$ cat config.mk
export PLATFORM = sky130hd
export DESIGN_NAME = lcd_fill_rect_byte_stream_top
export DESIGN_NICKNAME = d
export VERILOG_FILES = /design/src/rtl/lcdfr_pkg.sv /design/src/rtl/lcd_fill_rect_byte_stream_top.sv
export VERILOG_INCLUDE_DIRS = /design/src /design/src/rtl
export SDC_FILE = /design/constraint.sdc
export NUM_CORES = 1
export LEC_CHECK = 0
export BUFFER_PORTS_ARGS = -buffer_cell sky130_fd_sc_hd__buf_4
export CAP_MARGIN = 20
export CORE_MARGIN = 2
export CORE_UTILIZATION = 61
export CTS_CLUSTER_SIZE = 10
export DETAILED_ROUTE_END_ITERATION = 7
export PLACE_DENSITY_LB_ADDON = 0.05
export SETUP_SLACK_MARGIN = 0.15
export SYNTH_ARGS = -nofsm -noshare
export SYNTH_HDL_FRONTEND = slang
export SYNTH_SLANG_ARGS = --single-unit
$ cat constraint.sdc
create_clock -name i_clk -period 6.05 [get_ports i_clk]
set_input_delay 0.9075 -clock i_clk [delete_from_list [all_inputs] [get_ports i_clk]]
set_output_delay 0.9075 -clock i_clk [all_outputs]
set_load 0.01 [all_outputs]
$ cat src/rtl/lcd_fill_rect_byte_stream_top_assert.svh
// ----------------------------------------------------------------------------
// lcd_fill_rect_byte_stream_top_assert.svh
// Assertion macros for the fill-rectangle byte stream block.
// ----------------------------------------------------------------------------
`ifndef LCD_FILL_RECT_BYTE_STREAM_TOP_ASSERT_SVH
`define LCD_FILL_RECT_BYTE_STREAM_TOP_ASSERT_SVH

`ifndef SYNTHESIS
// same-cycle implication
`define LCDFR_ASSERT_SAME(lbl, clk, rst_n, ante, cons) \
    lbl: assert property (@(posedge clk) disable iff (!(rst_n)) (ante) |-> (cons)) \
        else $error("lcdfr: same-cycle check failed");
// next-cycle implication
`define LCDFR_ASSERT_NEXT(lbl, clk, rst_n, ante, cons) \
    lbl: assert property (@(posedge clk) disable iff (!(rst_n)) (ante) |=> (cons)) \
        else $error("lcdfr: next-cycle check failed");
`else
`define LCDFR_ASSERT_SAME(lbl, clk, rst_n, ante, cons)
`define LCDFR_ASSERT_NEXT(lbl, clk, rst_n, ante, cons)
`endif

`endif

$ cat src/rtl/lcdfr_pkg.sv
// ----------------------------------------------------------------------------
// lcdfr_pkg
// Types and constants for the fill-rectangle byte stream block.
// ----------------------------------------------------------------------------
package lcdfr_pkg;

    localparam int DEF_SCREEN_WIDTH  = 320;
    localparam int DEF_SCREEN_HEIGHT = 240;

    // item opcodes
    localparam logic CMD_START = 1'b0;
    localparam logic CMD_PULL  = 1'b1;

    // controller commands
    localparam logic [7:0] OP_COLUMN_SET   = 8'h2A;
    localparam logic [7:0] OP_ROW_SET      = 8'h2B;
    localparam logic [7:0] OP_MEMORY_WRITE = 8'h2C;

    // header sequence positions
    localparam logic [3:0] HS_COL_CMD   = 4'd0;
    localparam logic [3:0] HS_COL_S_HI  = 4'd1;
    localparam logic [3:0] HS_COL_S_LO  = 4'd2;
    localparam logic [3:0] HS_COL_E_HI  = 4'd3;
    localparam logic [3:0] HS_COL_E_LO  = 4'd4;
    localparam logic [3:0] HS_ROW_CMD   = 4'd5;
    localparam logic [3:0] HS_ROW_S_HI  = 4'd6;
    localparam logic [3:0] HS_ROW_S_LO  = 4'd7;
    localparam logic [3:0] HS_ROW_E_HI  = 4'd8;
    localparam logic [3:0] HS_ROW_E_LO  = 4'd9;
    localparam logic [3:0] HS_MEM_CMD   = 4'd10;
    localparam logic [3:0] HS_PIXELS    = 4'd11;

    typedef struct packed {
        logic        cmd;
        logic [15:0] rect_x;
        logic [15:0] rect_y;
        logic [15:0] rect_width;
        logic [15:0] rect_height;
        logic [15:0] fill_color;
    } t_in_item;

    typedef struct packed {
        logic [7:0] out_byte;
        logic       is_command;
        logic       frame_end;
        logic       last;
    } t_out_item;

endpackage

$ cat src/rtl/lcd_fill_rect_byte_stream_top.sv
// ----------------------------------------------------------------------------
// lcd_fill_rect_byte_stream_top
// Byte stream generator for a fill-rectangle transfer to a serial TFT panel.
//
// A start transfer (cmd = start) loads a rectangle and an RGB565 color; a
// rectangle whose corner lies off-screen is dropped, and width and height
// are clipped to the screen. Each pull transfer (cmd = pull) then yields one
// byte: column-set command, four column address bytes, row-set command, four
// row address bytes, memory-write command, then each pixel as high and low
// color byte. Header bytes each close their own chip-select frame; all pixel
// bytes share one frame that closes after the last pixel. A zero width or
// height sends the header only. A start abandons any running transfer; a
// pull with nothing in progress gives no result, and a start never does.
// Rate: one item per clock. Each item is decoded combinationally against
// the state registers and its byte lands in the output register; the input
// stalls only while that register is full and the sink stalls. The pixel
// count (clipped width times height) goes through one registered multiplier
// the cycle after a start, well before the header's memory-write byte reads
// it.
// ----------------------------------------------------------------------------
module lcd_fill_rect_byte_stream_top #(
    parameter int SCREEN_WIDTH  = lcdfr_pkg::DEF_SCREEN_WIDTH,
    parameter int SCREEN_HEIGHT = lcdfr_pkg::DEF_SCREEN_HEIGHT
) (
    input  logic                 i_clk,
    input  logic                 i_rst_n,
    input  logic                 i_in_valid,
    output logic                 o_in_stall,
    input  lcdfr_pkg::t_in_item  i_in_item,
    output logic                 o_out_valid,
    input  logic                 i_out_stall,
    output lcdfr_pkg::t_out_item o_out_item
);
    import lcdfr_pkg::*;

`include "lcd_fill_rect_byte_stream_top_assert.svh"

    // clipped sizes never exceed the screen
    localparam int CW   = $clog2(SCREEN_WIDTH + 1);
    localparam int CH   = $clog2(SCREEN_HEIGHT + 1);
    localparam int PIXW = CW + CH;

    localparam logic [16:0] SW17      = 17'(SCREEN_WIDTH);
    localparam logic [16:0] SH17      = 17'(SCREEN_HEIGHT);
    localparam logic [15:0] COL_LAST  = 16'(SCREEN_WIDTH - 1);
    localparam logic [15:0] ROW_LAST  = 16'(SCREEN_HEIGHT - 1);

    // ---------------- state ----------------
    logic            r_active,     n_active;
    logic [3:0]      r_step,       n_step;
    logic [15:0]     r_col_start,  n_col_start;
    logic [15:0]     r_col_end,    n_col_end;
    logic [15:0]     r_row_start,  n_row_start;
    logic [15:0]     r_row_end,    n_row_end;
    logic [CW-1:0]   r_clip_w,     n_clip_w;
    logic [CH-1:0]   r_clip_h,     n_clip_h;
    logic            r_mul_pend,   n_mul_pend;
    logic [PIXW-1:0] r_pix_left,   n_pix_left;
    logic            r_low_half,   n_low_half;
    logic [15:0]     r_color,      n_color;

    logic            r_out_valid,  n_out_valid;
    t_out_item       r_out,        n_out;

    // ---------------- handshake ----------------
    logic in_xfer;
    assign o_in_stall  = r_out_valid & i_out_stall;
    assign in_xfer     = i_in_valid & ~o_in_stall;
    assign o_out_valid = r_out_valid;
    assign o_out_item  = r_out;

    // ---------------- start decode: clip ----------------
    logic [16:0] x_end_raw, y_end_raw;
    logic        x_off, y_off, w_clip, h_clip;

    assign x_end_raw = {1'b0, i_in_item.rect_x} + {1'b0, i_in_item.rect_width} - 17'd1;
    assign y_end_raw = {1'b0, i_in_item.rect_y} + {1'b0, i_in_item.rect_height} - 17'd1;
    assign x_off     = {1'b0, i_in_item.rect_x} >= SW17;
    assign y_off     = {1'b0, i_in_item.rect_y} >= SH17;
    assign w_clip    = (i_in_item.rect_width  != 16'd0) && (x_end_raw >= SW17);
    assign h_clip    = (i_in_item.rect_height != 16'd0) && (y_end_raw >= SH17);

    // ---------------- next state ----------------
    always_comb begin
        n_active    = r_active;
        n_step      = r_step;
        n_col_start = r_col_start;
        n_col_end   = r_col_end;
        n_row_start = r_row_start;
        n_row_end   = r_row_end;
        n_clip_w    = r_clip_w;
        n_clip_h    = r_clip_h;
        n_mul_pend  = 1'b0;
        n_pix_left  = r_mul_pend ? PIXW'(r_clip_w * r_clip_h) : r_pix_left;
        n_low_half  = r_low_half;
        n_color     = r_color;
        n_out_valid = r_out_valid & i_out_stall;
        n_out       = r_out;

        if (in_xfer) begin
            if (i_in_item.cmd == CMD_START) begin
                if (x_off || y_off) begin
                    n_active = 1'b0;
                end else begin
                    n_active    = 1'b1;
                    n_step      = HS_COL_CMD;
                    n_low_half  = 1'b0;
                    n_color     = i_in_item.fill_color;
                    n_col_start = i_in_item.rect_x;
                    n_row_start = i_in_item.rect_y;
                    n_col_end   = w_clip ? COL_LAST : x_end_raw[15:0];
                    n_row_end   = h_clip ? ROW_LAST : y_end_raw[15:0];
                    n_clip_w    = w_clip ? CW'(SW17 - {1'b0, i_in_item.rect_x})
                                         : CW'(i_in_item.rect_width);
                    n_clip_h    = h_clip ? CH'(SH17 - {1'b0, i_in_item.rect_y})
                                         : CH'(i_in_item.rect_height);
                    n_mul_pend  = 1'b1;
                end
            end else if (r_active) begin
                if (r_step != HS_PIXELS) begin
                    n_step      = r_step + 4'd1;
                    n_out_valid = 1'b1;
                    n_out.is_command = 1'b0;
                    n_out.frame_end  = 1'b1;
                    n_out.last       = 1'b0;
                    case (r_step)
                        HS_COL_CMD: begin
                            n_out.out_byte   = OP_COLUMN_SET;
                            n_out.is_command = 1'b1;
                        end
                        HS_COL_S_HI: n_out.out_byte = r_col_start[15:8];
                        HS_COL_S_LO: n_out.out_byte = r_col_start[7:0];
                        HS_COL_E_HI: n_out.out_byte = r_col_end[15:8];
                        HS_COL_E_LO: n_out.out_byte = r_col_end[7:0];
                        HS_ROW_CMD: begin
                            n_out.out_byte   = OP_ROW_SET;
                            n_out.is_command = 1'b1;
                        end
                        HS_ROW_S_HI: n_out.out_byte = r_row_start[15:8];
                        HS_ROW_S_LO: n_out.out_byte = r_row_start[7:0];
                        HS_ROW_E_HI: n_out.out_byte = r_row_end[15:8];
                        HS_ROW_E_LO: n_out.out_byte = r_row_end[7:0];
                        default: begin
                            n_out.out_byte   = OP_MEMORY_WRITE;
                            n_out.is_command = 1'b1;
                            if (r_pix_left == '0) begin
                                n_out.last = 1'b1;
                                n_active   = 1'b0;
                            end
                        end
                    endcase
                end else if (r_pix_left == '0) begin
                    n_active = 1'b0;
                end else begin
                    n_out_valid      = 1'b1;
                    n_out.is_command = 1'b0;
                    if (!r_low_half) begin
                        n_out.out_byte  = r_color[15:8];
                        n_out.frame_end = 1'b0;
                        n_out.last      = 1'b0;
                        n_low_half      = 1'b1;
                    end else begin
                        n_out.out_byte  = r_color[7:0];
                        n_low_half      = 1'b0;
                        n_pix_left      = r_pix_left - PIXW'(1);
                        if (r_pix_left == PIXW'(1)) begin
                            n_out.frame_end = 1'b1;
                            n_out.last      = 1'b1;
                            n_active        = 1'b0;
                        end else begin
                            n_out.frame_end = 1'b0;
                            n_out.last      = 1'b0;
                        end
                    end
                end
            end
        end
    end

    // ---------------- registers ----------------
    always_ff @(posedge i_clk) begin
        if (!i_rst_n) begin
            r_active    <= 1'b0;
            r_step      <= HS_COL_CMD;
            r_col_start <= '0;
            r_col_end   <= '0;
            r_row_start <= '0;
            r_row_end   <= '0;
            r_clip_w    <= '0;
            r_clip_h    <= '0;
            r_mul_pend  <= 1'b0;
            r_pix_left  <= '0;
            r_low_half  <= 1'b0;
            r_color     <= '0;
            r_out_valid <= 1'b0;
        end else begin
            r_active    <= n_active;
            r_step      <= n_step;
            r_col_start <= n_col_start;
            r_col_end   <= n_col_end;
            r_row_start <= n_row_start;
            r_row_end   <= n_row_end;
            r_clip_w    <= n_clip_w;
            r_clip_h    <= n_clip_h;
            r_mul_pend  <= n_mul_pend;
            r_pix_left  <= n_pix_left;
            r_low_half  <= n_low_half;
            r_color     <= n_color;
            r_out_valid <= n_out_valid;
        end
    end

    // output payload, no reset
    always_ff @(posedge i_clk) begin
        r_out <= n_out;
    end

    // ---------------- assertions ----------------
    `LCDFR_ASSERT_SAME(a_low_half_in_pixels, i_clk, i_rst_n, r_low_half, r_step == HS_PIXELS)
    `LCDFR_ASSERT_SAME(a_pixels_nonzero, i_clk, i_rst_n, r_active && (r_step == HS_PIXELS), r_pix_left != '0)
    `LCDFR_ASSERT_NEXT(a_header_yields_byte, i_clk, i_rst_n, in_xfer && (i_in_item.cmd == CMD_PULL) && r_active && (r_step != HS_PIXELS), r_out_valid)

endmodule

Word level (Yosys, flattened, before mapping)
Cells that the tools add are included.

Add/subtract/negate cells: 8. $mul: 1. Order comparisons: 4. Eq/ne operators: 17. Multiplexer cells: 44. Bitwise logic cells: 7. Reduce and logical (&&, ||, !) cells: 14.

Operator list (number): $mux W17 (7); $pmux W8 S10 (1); $sub A17 B1 Y17 const B (3); $add A16 B16 Y17 (2); $mux W16 (2); $reduce_bool A16 Y1 (2); $mux W1 (23); $mux W11 (2); $eq A17 B1 Y1 const B (1); $ge A17 B8 Y1 const B (1); $ge A17 B9 Y1 const B (1); $logic_not A17 Y1 (1); $mul A9 B8 Y17 (1); $eq A4 B3 Y1 const B (4); $ge A16 B8 Y1 const B (1); $ge A16 B9 Y1 const B (1); $mux W4 (4); $mux W8 (2); $reduce_or A10 Y1 (1); $mux W9 (1); $sub A9 B9 Y9 const A (1); $eq A4 B2 Y1 const B (2); $eq A4 B4 Y1 const B (2); $ne A2 B2 Y1 const B (4); other kinds (16) (25).

Bits in registers: 133. Input port bits: 85. Output and inout bits: 13. Logic and storage cells: 112.

Longest topological paths before layout
Depth after elaboration: 8. Depth in mapped cells: 19. Depth with buffers taken out: 19.

Worst setup path after synthesis
OpenSTA, ideal clock, no wires.

Path type: reg-to-reg. Start: register r_clip_h[7]. End: register r_pix_left[13]. Setup time: 132 ps. Arrival time: 4067 ps. Required time: 5918 ps. Setup slack: 1851 ps. Stages on the path, launching flop included: 17. Path buffers: 0. Clock period less this slack: 4199 ps. Cell sequence: dfxtp_1 > nand2_1 > fa_1 > fa_1 > inv_1 > fa_1 > inv_1 > fa_1 > inv_1 > ha_1 > a21boi_0 > o21ai_0 > a21boi_0 > o2111ai_1 > nand3b_1 > xnor2_1 > o22ai_1.

Cells in the longest elaborated chain, start to end: 8.

RTL lines: start: declaration (line lcd_fill_rect_byte_stream_top.sv:56) `logic [CH-1:0] r_clip_h, n_clip_h;`; start signal: assignment (line lcd_fill_rect_byte_stream_top.sv:204) `r_clip_h <= n_clip_h;`; $mul A9 B8 Y17 * (line lcd_fill_rect_byte_stream_top.sv:94) `n_pix_left = r_mul_pend ? PIXW'(r_clip_w * r_clip_h) : r_pix_left;`; $mux W17 * (line lcd_fill_rect_byte_stream_top.sv:94); $mux W17 (line lcd_fill_rect_byte_stream_top.sv:157) `if (!r_low_half) begin`; $mux W17 (line lcd_fill_rect_byte_stream_top.sv:152) `end else if (r_pix_left == '0) begin`; $mux W17 (line lcd_fill_rect_byte_stream_top.sv:120) `if (r_step != HS_PIXELS) begin`; $mux W17 (line lcd_fill_rect_byte_stream_top.sv:119) `end else if (r_active) begin`; $mux W17 (line lcd_fill_rect_byte_stream_top.sv:101) `if (i_in_item.cmd == CMD_START) begin`; $mux W17 * (line lcd_fill_rect_byte_stream_top.sv:100) `if (in_xfer) begin`; end signal: assignment (line lcd_fill_rect_byte_stream_top.sv:206) `r_pix_left <= n_pix_left;`; end: declaration (line lcd_fill_rect_byte_stream_top.sv:58) `logic [PIXW-1:0] r_pix_left, n_pix_left;`.

Mark *: on every way between the ends. The rest lies on a longest branch, timed or not. A chain may end at the register's enable or synchronous reset.

Worst setup path in the final report
Start: register r_clip_w[1]. End: register r_pix_left[13].

Cells in the longest elaborated chain, start to end: 8.

RTL lines: start: declaration (line lcd_fill_rect_byte_stream_top.sv:55) `logic [CW-1:0] r_clip_w, n_clip_w;`; start signal: assignment (line lcd_fill_rect_byte_stream_top.sv:203) `r_clip_w <= n_clip_w;`; $mul A9 B8 Y17 * (line lcd_fill_rect_byte_stream_top.sv:94); $mux W17 * (line lcd_fill_rect_byte_stream_top.sv:94); $mux W17 (line lcd_fill_rect_byte_stream_top.sv:157); $mux W17 (line lcd_fill_rect_byte_stream_top.sv:152); $mux W17 (line lcd_fill_rect_byte_stream_top.sv:120); $mux W17 (line lcd_fill_rect_byte_stream_top.sv:119); $mux W17 (line lcd_fill_rect_byte_stream_top.sv:101); $mux W17 * (line lcd_fill_rect_byte_stream_top.sv:100).

Marks and branches as above.

==> reports/metrics.csv <==
metric;value;unit
drc;0;
seq_power_share;35.2;%
crit_fanout;9;
cts_resized;0;
area_growth;13.48;%
rows;49;
insertion_delay;0.42;ns
power_frac_clock;45.8;%
relSlewSlack;36.92;%
timing.final.ws_setup;1.248;ns
slew_violations;0;
final_cells;1687;
io_buffer_count;97;
setup_viol_count_final;0;
period_share;79.36;%
met1_usage;41.04;%
clockRootBuffer;clkbuf_16;
tritoncts;built;
leakagePower;5.644;nW
numCtsBuffers;17;
dpl_cell_area;0.01179;mm^2
final_antenna_net_count;0;
drt-pass1-iter-count;6;
synth_area;0.01097;mm^2
rsz0062_at_grt;no;
cp_common_cell;fa_1;
synth_edf_count;11;
synth_cell_types;79;
synthFlopType;dfxtp_1;
vias;9952;
power_density;202.0;mW/mm^2
cp.arrival;5.08;ns
hp-class;reg2reg;
routedWlPerCell;17.22;um
register_area;0.002773;mm^2
max_freq;0.2083;GHz
grt_overflow;0;
status;completed;
cpMaxStageDelayCell;dfxtp_1;
grt_pass1_vias;9732;
swShare;26.96;%
final_net_count;1681;
hold_viol;0;
place_inst;1654;
synthAdderAreaFrac;20.23;%
path_class;reg2reg;
grt_max_degree;84;
grt_use_met2;51.69;%
diodes;0;
multi_input_area;0.007214;mm^2
ir_drop;0.1573;mV
synthCells;1384;
grtUsageMet3;5.646;%
power.internal;1.837;mW
fin_setup_tns;0;ns
routed_wl;29040;um
synth_top_area_share;22.26;%
critPathLaunchType;register;
hpwl;21940;um
busiest_layer;met2;
htree_levels;4;
grt_use_total;30.66;%
final_area;0.01245;mm^2
core_area;0.01778;mm^2
synth_top_cell_by_area;dfxtp_1;
grt_pass1_wl;48230;um
yosysSeqAreaShare;25.27;%
holdWs;0.4556;ns
synth_top_family_by_area;simple AND/OR/NAND/NOR gates;
clk_pin_slew;0.06;ns
cap_viol_max_count;0;
worstPathCellList;nand2_1 > fa_1 > fa_1 > inv_1 > fa_1 > inv_1 > fa_1 > inv_1 > ha_1 > a21boi_0 > o21ai_0 > a21boi_0 > o2111ai_1 > nand3b_1 > xnor2_1 > o22ai_1;
final_core_utilization;70.04;%
vias_per_cell;5.899;
cts_hold_buffers;0;
first_iter_violations;840;
path_buf_inv;3;
p_total;2.516;mW
cts_setup_buffers;0;
place_congestion;0.8997;
critPathMaxStageDelay;0.59;ns
antenna_found_initial;0;
synthMuxAreaShare;1.403;%
end_kind;register;
ys_seq_elements;133;
synth-simple-area-share;20.90;%
die_width;138.1;um
synth_compound_area_share;19.09;%
place_ws;1.297;ns
drive_gt1_share;11.39;%
cts_buffer_depth;2;
die_h;138.1;um
dieArea;0.01908;mm^2
syn_area_per_cell;7.928;um^2
comb_power_share;19.0;%
critPathTopFamily;adder cells;
yosysWarningCount;0;
ios;98;
power.switching;0.6782;mW
ys_async_sr_fraction;0;%
synth-xor-area-share;4.059;%
fin_worst_skew;0.006605;ns
required;6.33;ns
fillers;1492;
worst_slew_pin_slew;0.9462;ns
post-route-min-period;4.802;ns
synth_area_leaders;dfxtp_1, ha_1, fa_1, inv_1, a21oi_1;
cts_sinks;133;
synth_nets;1620;
start_util;61.72;%
-- final cells by class --
class                      instances  area share (%)
sequential                       133           22.27
multi-input combinational        991           57.94
timing repair buffer             103           6.210
inverter                         199           5.999
clock buffer                      21           3.698
clock inverter                    11           1.588
tap                              229           2.301
-- registers in the layout, indices dropped and copies added, names as in the netlist --
name,count
r_color,16
r_row_start,16
r_clip_w,9
r_step,4
r_active,1
r_col_start,16
r_clip_h,8
r_pix_left,17
r_mul_pend,1
r_col_end,16
o_out_valid,1
r_low_half,1
r_row_end,16
o_out_item,11
-- synth_stat cells, drive strengths merged, types with 35 or more instances --
library cell,count
nand2,133
a21oi,105
o21ai,68
inv,199
fa,44
and2,65
dfxtp,122
clkbuf,51
nor3,40
nor2,87
xnor2,35
ha,107
-- tightest hold or removal path, stage by stage, from the launching register on --
cell     delay (ns)
dfxtp_1        0.31
nand2_1        0.05
a21oi_1        0.05
-- logic make-up (layout without fill, tap and decap cells) --
logic type                 Yosys count  after routing
buffers and inverters              260            334
adders and majority gates          151            151
AOI/OAI and AO/OA                  320            320
and+or+nand+nor                    455            455
DFF                                133            133
muxes                               15             15
xor gates and xnor gates            50             50
-- layout by cell type (no fill, tap or decap), types with 15 or more instances in the layout --
cell type    n
a21oi_1    103
ha_1       107
inv_1      198
xnor2_1     34
or3_1       16
buf_4      102
o21ai_0     65
dfxtp_1    122
and2_1      65
nor4_1      20
and3_1      19
nand3_1     21
xor2_1      15
a31oi_1     29
fa_1        44
nand2_1    133
clkbuf_16   17
nor3_1      38
nor2_1      86
-- per-layer routing --
layer,routed length (um),share of wire [%]
met5,0,0
met1,12780,44
met4,467,1.6
met2,13780,47
met3,2016,6.9
-- path summary, 6_finish.rpt --
path | from | endpoint | slack [ns] | depth (start not counted)
worst max register to register | r_clip_w[1]$_SDFFE_PN0P_ | r_pix_left[13]$_SDFF_PN0_ | 1.25 | 16
worst min-delay path | r_col_start[2]$_SDFFE_PN0P_ | r_col_start[2]$_SDFFE_PN0P_ | 0.46 | 2
worst max-delay path | r_clip_w[1]$_SDFFE_PN0P_ | r_pix_left[13]$_SDFF_PN0_ | 1.25 | 16
worst min register to register | r_col_start[2]$_SDFFE_PN0P_ | r_col_start[2]$_SDFFE_PN0P_ | 0.46 | 2
-- power groups by stage --
stage / registers, mW / clock network (mW) / logic (mW)
3_5_place_dp: 0.905 / 0 / 0.471
4_1_cts: 0.886 / 1.15 / 0.472
6_report: 0.886 / 1.15 / 0.477
3_3_place_gp: 0.905 / 0 / 0.463
2_1_floorplan: 0.905 / 0 / 0.329
5_1_grt: 0.886 / 1.20 / 0.527
(Power assumes the default switching activity.)
